--- src/hw/rtl/rtlp_pkg.sv ---
// Shared types, codes and helpers for the longest-prefix route table.
// No dependencies; imported by the route table top level.
package rtlp_pkg;

  // Default number of route slots
  localparam int unsigned DEPTH_DEFAULT = 16;

  // Operation codes of a request
  localparam logic [1:0] OP_ADD    = 2'd0;
  localparam logic [1:0] OP_DELETE = 2'd1;
  localparam logic [1:0] OP_LOOKUP = 2'd2;

  // Result status codes
  localparam logic [1:0] STATUS_OK   = 2'd0;
  localparam logic [1:0] STATUS_FULL = 2'd1;
  localparam logic [1:0] STATUS_MISS = 2'd2;

  // Control sequencer states
  typedef enum logic [1:0] {
    S_IDLE,
    S_SCAN,
    S_DONE
  } state_e;

  // One route as held in the table memory
  typedef struct packed {
    logic [31:0] network;
    logic [31:0] mask;
    logic [31:0] gateway;
    logic [7:0]  port;
    logic [15:0] cost;
  } entry_t;

  // Set bits of a mask: nibble counts, then a short sum of eight
  function automatic logic [5:0] ones_count(input logic [31:0] v);
    logic [5:0] acc;
    logic [2:0] nib;
    acc = '0;
    for (int k = 0; k < 8; k++) begin
      nib = 3'(v[4*k]) + 3'(v[4*k+1]) + 3'(v[4*k+2]) + 3'(v[4*k+3]);
      acc = acc + 6'(nib);
    end
    return acc;
  endfunction

endpackage

--- src/hw/rtl/rtlp_ram.sv ---
// Generic single-clock RAM: one write port, one read port, registered read.
// No dependencies.
module rtlp_ram #(
  parameter int unsigned WIDTH = 8,
  parameter int unsigned DEPTH = 16,
  parameter int unsigned AW    = (DEPTH > 1) ? $clog2(DEPTH) : 1
) (
  input  logic             clk_i,
  input  logic             we_i,
  input  logic [AW-1:0]    waddr_i,
  input  logic [WIDTH-1:0] wdata_i,
  input  logic             re_i,
  input  logic [AW-1:0]    raddr_i,
  output logic [WIDTH-1:0] rdata_o
);

  logic [WIDTH-1:0] mem_q [DEPTH];
  logic [WIDTH-1:0] rdata_q;

  // Write port
  always_ff @(posedge clk_i) begin
    if (we_i) begin
      mem_q[waddr_i] <= wdata_i;
    end
  end

  // Read port, registered
  always_ff @(posedge clk_i) begin
    if (re_i) begin
      rdata_q <= mem_q[raddr_i];
    end
  end

  assign rdata_o = rdata_q;

endmodule

--- src/hw/rtl/route_table_longest_prefix.sv ---
// Ordered IPv4 route table with add, delete and longest-prefix lookup.
// Depends on rtlp_pkg and on rtlp_ram for the route storage.
//
//   channel  | handshake             | payload
//   ---------+-----------------------+---------------------------------------
//   request  | in_valid_i/in_stall_o | operation, prefix, mask, hop, port,
//            |                       | cost, lookup_addr
//   result   | out_valid_o/out_stall_i | status, gateway, port, cost, prefix_len
//
// Add and unknown codes pass straight to the done state, which loads the result
// into the output register. Lookup and delete scan the table first: the scan
// reads one route a cycle through the single RAM read port; a delete writes each
// later route back one slot up. One request is in work at a time; the next one
// is taken the cycle after the result is loaded, and the sequencer holds while
// the output register still carries a stalled result. Reset empties the table.
module route_table_longest_prefix #(
  parameter int unsigned TABLE_DEPTH = rtlp_pkg::DEPTH_DEFAULT
) (
  input  logic        clk_i,
  input  logic        rst_ni,
  input  logic        in_valid_i,
  output logic        in_stall_o,
  input  logic [1:0]  operation_i,
  input  logic [31:0] net_prefix_i,
  input  logic [31:0] net_mask_i,
  input  logic [31:0] next_hop_i,
  input  logic        has_next_hop_i,
  input  logic [7:0]  egress_port_i,
  input  logic [15:0] route_cost_i,
  input  logic [31:0] lookup_addr_i,
  output logic        out_valid_o,
  input  logic        out_stall_i,
  output logic [1:0]  status_o,
  output logic [31:0] hit_gateway_o,
  output logic [7:0]  hit_port_o,
  output logic [15:0] hit_cost_o,
  output logic [5:0]  hit_prefix_len_o
);
  import rtlp_pkg::*;

  localparam int unsigned AW = (TABLE_DEPTH > 1) ? $clog2(TABLE_DEPTH) : 1;
  localparam int unsigned CW = $clog2(TABLE_DEPTH + 1);
  localparam int unsigned EW = $bits(entry_t);
  localparam logic [CW-1:0] DEPTH_C = CW'(TABLE_DEPTH);

  state_e        state_q, state_d;
  logic [CW-1:0] count_q, count_d;
  logic [CW-1:0] iss_q, iss_d;
  logic [CW-1:0] ret_idx_q, ret_idx_d;
  logic          rv_q, rv_d;
  logic          is_del_q, is_del_d;
  logic [31:0]   key_q, key_d;
  logic [31:0]   mask_q, mask_d;
  logic          found_q, found_d;
  logic [5:0]    win_len_q, win_len_d;
  logic [31:0]   best_gw_q, best_gw_d;
  logic [7:0]    best_port_q, best_port_d;
  logic [15:0]   best_cost_q, best_cost_d;
  logic [1:0]    res_status_q, res_status_d;
  logic          out_valid_q, out_valid_d;
  logic [1:0]    out_status_q, out_status_d;
  logic [31:0]   out_gw_q, out_gw_d;
  logic [7:0]    out_port_q, out_port_d;
  logic [15:0]   out_cost_q, out_cost_d;
  logic [5:0]    out_len_q, out_len_d;

  logic          ram_we, ram_re;
  logic [AW-1:0] ram_waddr, ram_raddr;
  entry_t        ram_wdata, rd_entry;
  logic [EW-1:0] ram_rdata;

  logic          in_take, out_free, issue, scan_end;
  logic          lk_hit, del_hit;
  logic [5:0]    e_len;
  logic [CW-1:0] prev_idx;
  entry_t        add_entry;

  // Route storage
  rtlp_ram #(
    .WIDTH (EW),
    .DEPTH (TABLE_DEPTH),
    .AW    (AW)
  ) u_ram (
    .clk_i   (clk_i),
    .we_i    (ram_we),
    .waddr_i (ram_waddr),
    .wdata_i (ram_wdata),
    .re_i    (ram_re),
    .raddr_i (ram_raddr),
    .rdata_o (ram_rdata)
  );

  // Handshake and scan control
  assign in_stall_o = (state_q != S_IDLE);
  assign in_take    = in_valid_i && (state_q == S_IDLE);
  assign out_free   = !out_valid_q || !out_stall_i;
  assign issue      = (state_q == S_SCAN) && (iss_q < count_q);
  assign scan_end   = (state_q == S_SCAN) && !rv_q && (iss_q == count_q);
  assign ram_re     = issue;
  assign ram_raddr  = iss_q[AW-1:0];
  assign prev_idx   = ret_idx_q - CW'(1);

  // Compare of the route returned by the memory
  assign rd_entry = entry_t'(ram_rdata);
  assign e_len    = ones_count(rd_entry.mask);
  assign lk_hit   = ((key_q & rd_entry.mask) == rd_entry.network);
  assign del_hit  = (rd_entry.network == key_q) && (rd_entry.mask == mask_q);

  // Route built from an add request
  always_comb begin
    add_entry.network = net_prefix_i;
    add_entry.mask    = net_mask_i;
    add_entry.gateway = has_next_hop_i ? next_hop_i : 32'd0;
    add_entry.port    = egress_port_i;
    add_entry.cost    = route_cost_i;
  end

  // Next state
  always_comb begin
    state_d = state_q;
    case (state_q)
      S_IDLE: begin
        if (in_valid_i) begin
          if (operation_i inside {OP_DELETE, OP_LOOKUP}) begin
            state_d = S_SCAN;
          end else begin
            state_d = S_DONE;
          end
        end
      end
      S_SCAN: begin
        if (scan_end) begin
          state_d = S_DONE;
        end
      end
      S_DONE: begin
        if (out_free) begin
          state_d = S_IDLE;
        end
      end
      default: state_d = S_IDLE;
    endcase
  end

  // Datapath and memory accesses
  always_comb begin
    count_d      = count_q;
    iss_d        = iss_q;
    ret_idx_d    = ret_idx_q;
    rv_d         = rv_q;
    is_del_d     = is_del_q;
    key_d        = key_q;
    mask_d       = mask_q;
    found_d      = found_q;
    win_len_d    = win_len_q;
    best_gw_d    = best_gw_q;
    best_port_d  = best_port_q;
    best_cost_d  = best_cost_q;
    res_status_d = res_status_q;
    out_valid_d  = out_valid_q && out_stall_i;
    out_status_d = out_status_q;
    out_gw_d     = out_gw_q;
    out_port_d   = out_port_q;
    out_cost_d   = out_cost_q;
    out_len_d    = out_len_q;
    ram_we       = 1'b0;
    ram_waddr    = '0;
    ram_wdata    = add_entry;

    case (state_q)
      S_IDLE: begin
        if (in_take) begin
          is_del_d     = (operation_i == OP_DELETE);
          key_d        = (operation_i == OP_DELETE) ? net_prefix_i : lookup_addr_i;
          mask_d       = net_mask_i;
          iss_d        = '0;
          rv_d         = 1'b0;
          found_d      = 1'b0;
          win_len_d    = '0;
          best_gw_d    = '0;
          best_port_d  = '0;
          best_cost_d  = '0;
          res_status_d = STATUS_MISS;
          // Add completes here: append at the fill count
          if (operation_i == OP_ADD) begin
            if (count_q >= DEPTH_C) begin
              res_status_d = STATUS_FULL;
            end else begin
              ram_we       = 1'b1;
              ram_waddr    = count_q[AW-1:0];
              count_d      = count_q + CW'(1);
              res_status_d = STATUS_OK;
            end
          end
        end
      end
      S_SCAN: begin
        // issue the next read
        rv_d = issue;
        if (issue) begin
          iss_d     = iss_q + CW'(1);
          ret_idx_d = iss_q;
        end
        // evaluate the route read last cycle
        if (rv_q) begin
          if (is_del_q) begin
            if (found_q) begin
              // close the gap: move this route one slot up
              ram_we    = 1'b1;
              ram_waddr = prev_idx[AW-1:0];
              ram_wdata = rd_entry;
            end else if (del_hit) begin
              found_d = 1'b1;
            end
          end else if (lk_hit && (!found_q || e_len > win_len_q)) begin
            found_d     = 1'b1;
            win_len_d   = e_len;
            best_gw_d   = rd_entry.gateway;
            best_port_d = rd_entry.port;
            best_cost_d = rd_entry.cost;
          end
        end
        if (scan_end) begin
          res_status_d = found_q ? STATUS_OK : STATUS_MISS;
          if (is_del_q && found_q) begin
            count_d = count_q - CW'(1);
          end
        end
      end
      S_DONE: begin
        if (out_free) begin
          out_valid_d  = 1'b1;
          out_status_d = res_status_q;
          out_gw_d     = best_gw_q;
          out_port_d   = best_port_q;
          out_cost_d   = best_cost_q;
          out_len_d    = win_len_q;
        end
      end
      default: ;
    endcase
  end

  // Control registers
  always_ff @(posedge clk_i or negedge rst_ni) begin
    if (!rst_ni) begin
      state_q     <= S_IDLE;
      count_q     <= '0;
      rv_q        <= 1'b0;
      found_q     <= 1'b0;
      out_valid_q <= 1'b0;
    end else begin
      state_q     <= state_d;
      count_q     <= count_d;
      rv_q        <= rv_d;
      found_q     <= found_d;
      out_valid_q <= out_valid_d;
    end
  end

  // Payload registers
  always_ff @(posedge clk_i) begin
    iss_q        <= iss_d;
    ret_idx_q    <= ret_idx_d;
    is_del_q     <= is_del_d;
    key_q        <= key_d;
    mask_q       <= mask_d;
    win_len_q    <= win_len_d;
    best_gw_q    <= best_gw_d;
    best_port_q  <= best_port_d;
    best_cost_q  <= best_cost_d;
    res_status_q <= res_status_d;
    out_status_q <= out_status_d;
    out_gw_q     <= out_gw_d;
    out_port_q   <= out_port_d;
    out_cost_q   <= out_cost_d;
    out_len_q    <= out_len_d;
  end

  assign out_valid_o      = out_valid_q;
  assign status_o         = out_status_q;
  assign hit_gateway_o    = out_gw_q;
  assign hit_port_o       = out_port_q;
  assign hit_cost_o       = out_cost_q;
  assign hit_prefix_len_o = out_len_q;

`ifndef SYNTH
  // fill count never passes the table size
  a_count_range: assert property (@(posedge clk_i) disable iff (!rst_ni)
    count_q <= DEPTH_C)
    else $error("route count beyond table depth");

  // a write during the scan only ever moves routes of a matched delete
  a_scan_write: assert property (@(posedge clk_i) disable iff (!rst_ni)
    (ram_we && state_q == S_SCAN) |-> (is_del_q && found_q))
    else $error("unexpected table write during scan");

  // the shift writes strictly below the slot being read
  a_no_overlap: assert property (@(posedge clk_i) disable iff (!rst_ni)
    (ram_we && ram_re) |-> (ram_waddr < ram_raddr))
    else $error("read and write collide on one slot");

  // a result only appears after the sequencer has finished a request
  a_result_src: assert property (@(posedge clk_i) disable iff (!rst_ni)
    $rose(out_valid_q) |-> ($past(state_q) == S_DONE))
    else $error("result raised outside the done state");
`endif

endmodule

--- config.mk ---
export PLATFORM = sky130hd
export DESIGN_NAME = route_table_longest_prefix
export DESIGN_NICKNAME = d
export VERILOG_FILES = /design/src/hw/rtl/rtlp_pkg.sv /design/src/hw/rtl/rtlp_ram.sv /design/src/hw/rtl/route_table_longest_prefix.sv
export SDC_FILE = /design/constraint.sdc
export NUM_CORES = 2
export LEC_CHECK = 0
export ABC_AREA = 0
export BUFFER_PORTS_ARGS = -buffer_cell sky130_fd_sc_hd__buf_2
export CAP_MARGIN = 40
export CORE_MARGIN = 8
export CORE_UTILIZATION = 50
export CTS_CLUSTER_DIAMETER = 60
export DETAILED_ROUTE_END_ITERATION = 16
export GPL_TIMING_DRIVEN = 0
export MAX_ROUTING_LAYER = met4
export PLACE_DENSITY_LB_ADDON = 0.1
export RECOVER_POWER = 50
export SETUP_SLACK_MARGIN = 0.05
export SLEW_MARGIN = 30
export SYNTH_ARGS = -nofsm -noshare
export SYNTH_HDL_FRONTEND = slang
export SYNTH_SLANG_ARGS = --single-unit
--- constraint.sdc ---
create_clock -name clk_i -period 14.5 [get_ports clk_i]
set_clock_uncertainty 0.2 [all_clocks]
set_input_delay 2.9 -clock clk_i [delete_from_list [all_inputs] [get_ports clk_i]]
set_output_delay 2.9 -clock clk_i [all_outputs]
set_load 0.02 [all_outputs]
==> flow_summary.toml <==
[synth]
synth_most_common_cell = "edfxtp_1"
syn_nets = 4056
synth.top_cell.area_share_pct = 77.58
synth-edff-count = 2242
synth-seq-cells = 2252
syn_avg_cell_area_um2 = 22.56
synthFlopType = "edfxtp_1"
ys_warn_count = 0
synth_top_area_cell = "edfxtp_1"
seq_area_frac_synth_pct = 77.87
syn_area_mm2 = 0.08678
ys_top_cells_by_count = "edfxtp_1, mux4_2, nand2_1"
syn-instance-count = 3847
netlist_top_cells_area = "edfxtp_1, mux4_2, nand2_1"
yosysUniqueCellTypes = 50
synth-async-reset-ratio_pct = 0.4440

[critical_path]
critPathCaptureType = "flip-flop"
path_class = "reg -> reg"
worstPathRequired_ns = 14.84
r2r_start = "u_ram.rdata_o[67]$_DFFE_PP_"
slowest_delay_ns = 0.55
crit_top_cell = "fa_1"
startpoint_type = "flip-flop"
crit_arrival_ns = 8.18
crit_fanout = 12
cpLargestDelayFamily = "adder cells"
path_buf_inv = 9
startpoint = "u_ram.rdata_o[67]$_DFFE_PP_"
crit_slowest_cell = "edfxtp_1"

[clock_network]
clk_latency_ns = 0.85
clk_path_buf_depth = 3
cts_made_buffers = 223
clkTransAtPathRegs_ns = 0.06
cts_max_level = 4
hold_buffers = 0
tritoncts = "yes"
ctsResizeCount = 0
post_cts_buffers = 0
root_buffer = "clkbuf_16"
clkSinkCount = 2252

[timing]
setup_viol = 0
maxSlewHeadroom_pct = -70.17
post-route-period-util_pct = 54.06
post-route-min-period_ns = 7.838
fmax_mhz = 127.6
slew_viol_final = 257
fin_tns_setup_ns = 0
tightest_slew_ns = 2.553
rsz0062_at_grt = "no"
hold_viol_final = 0

[worst_hold_path]
hold_start = "best_gw_q[31]$_SDFFCE_PN0P_"
min_path_type = "reg -> reg"

[power]
total_power_uw = 21470
power-per-cell-area_mw_per_mm2 = 207.4
power.leakage_uw = 0.03364
ir_drop_v = 0.0007182

[placed_design]
place.detailed.hpwl_mm = 168.3
io_buffers = 224
place_congestion = 0.8685
place_area_mm2 = 0.09668

[drt]
dr.first_iter.drc_count = 5432
wire_per_inst_um = 34.18
routed_wirelength_mm = 242.7
dr.pass1.iters = 5
vias_per_cell = 6.074
via_count = 43126
ant_nets = 0
drc_errors = 0

[floorplan]
fp.dieW_um = 432.6
ioPinCount = 225
start_util_pct = 50.09
fp.coreArea_mm2 = 0.1732
rows = 153
die_y_um = 432.6
dieArea_mm2 = 0.1871

[status]
status = "finished with violations"
violations = "max-capacitance violations, max-slew violations"

[global_route]
grt_usage_pct = 26.74
antenna_found_initial = 6
grt_pass1_wl_mm = 340.0
grt_max_degree = 44
grt_overflow = 0
grt_pass1_vias = 43862

[final_layout]
area_delta_synth_final_pct = 19.28
postLayoutCellArea_mm2 = 0.1035
layout.nets = 4791
nFillCells = 12243
drive_gt1_share_pct = 30.78
post-route-util_pct = 59.75

[flow_run]
cap_violations = 15
metal layers:
metal  up-vias  wire (um)  track usage [%]
li1      17460          -                -
met1     23289      96260            35.89
met2      2002     120100            42.88
met3       375      17410            3.917
met4         0       8896            8.610
met5         -          0                -
cells by family after synthesis:
kind of cell             synth area share (%)
AO/OA/AOI/OAI                          0.6128
XOR/XNOR                               0.9184
adder cells (fa/ha/maj)                0.9372
buffers and inverters                   1.125
flip-flops                              77.87
multiplexers                            15.99
AND/OR/NAND/NOR                         2.552
final cells by class:
class,instances,area [um^2],share of cell area [%]
flip-flops and latches,2252,67570,65.28
multi-input cells,1356,18360,17.74
repair buffers,510,6495,6.275
clock buffers,272,5848,5.650
well taps,2325,2909,2.810
clock inverters,143,1340,1.295
plain buffers,179,750.7,0.7252
inverters,60,226.5,0.2188
diodes,3,7.507,0.007252
metrics by stage:
stage	cells	hold WS [ns]	setup slack (ns)
6_report	7100	0.2172	6.662
4_1_cts	7091	0.2184	6.647
5_1_grt	7098	0.2155	6.475
3_3_place_gp	6396	0.2038	-10.59
3_5_place_dp	6676	0.2045	6.719
2_1_floorplan	3847	0.2003	3.401
report_power, final:
part           switching, uW  leakage [uW]  total [uW]  internal [uW]
logic                   4200       0.00965        7620           3420
registers                356        0.0205        8140           7790
clock network           2450       0.00352        5710           3260
worst reg2reg max path: cells and delay by family, from the launching register on:
kind            cells  cell delay [ns]
compound gates      4             0.97
xor+xnor            1             0.23
simple gates        2             0.34
buf+inv             9             1.28
fa+ha+maj           9             3.96
flops               1             0.55
flip-flops by register name (all words and copies together) (netlist names), 5 cells and up:
name              count
u_ram.mem_q        1920
u_ram.rdata_o       120
best_gw_q            32
hit_gateway_o        32
key_q                32
mask_q               32
best_cost_q          16
hit_cost_o           16
best_port_q           8
hit_port_o            8
hit_prefix_len_o      6
win_len_q             6
count_q               5
iss_q                 5
cells in the final DEF (no fill, tap or decap), types with 17 or more instances in the layout:
cell | synthesis | final
xnor2_1 | 57 | 57
and2_0 | 0 | 39
buf_2 | 63 | 234
edfxtp_1 | 2242 | 2242
buf_6 | 0 | 46
inv_1 | 57 | 57
mux4_2 | 600 | 600
a21oi_1 | 17 | 17
xor2_1 | 34 | 34
clkbuf_1 | 93 | 225
mux2_2 | 32 | 31
o21ai_0 | 27 | 26
buf_1 | 23 | 17
nand2_1 | 324 | 324
nand3_1 | 36 | 36
clkinv_1 | 0 | 47
fa_1 | 25 | 25
clkbuf_16 | 0 | 226
buf_16 | 0 | 151
ha_1 | 25 | 25
and2_1 | 62 | 23
bufinv_16 | 0 | 22
clkinv_2 | 0 | 48
clkbuf_2 | 0 | 18
final timing paths:
kind / endpoint / slack, ns / depth (start not counted)
max in group asynchronous: state_q[1]$_DFFE_PN0P_ / 11.68 / 1
max: best_cost_q[1]$_SDFFCE_PN0P_ / 6.66 / 25
max reg2reg: best_cost_q[1]$_SDFFCE_PN0P_ / 6.66 / 25
min reg2reg: hit_gateway_o[31]$_DFFE_PP_ / 0.22 / 0
min in group asynchronous: count_q[0]$_DFFE_PN0P_ / 1.93 / 1
min: hit_gateway_o[31]$_DFFE_PP_ / 0.22 / 0
Power figures use the tool's default switching activity.
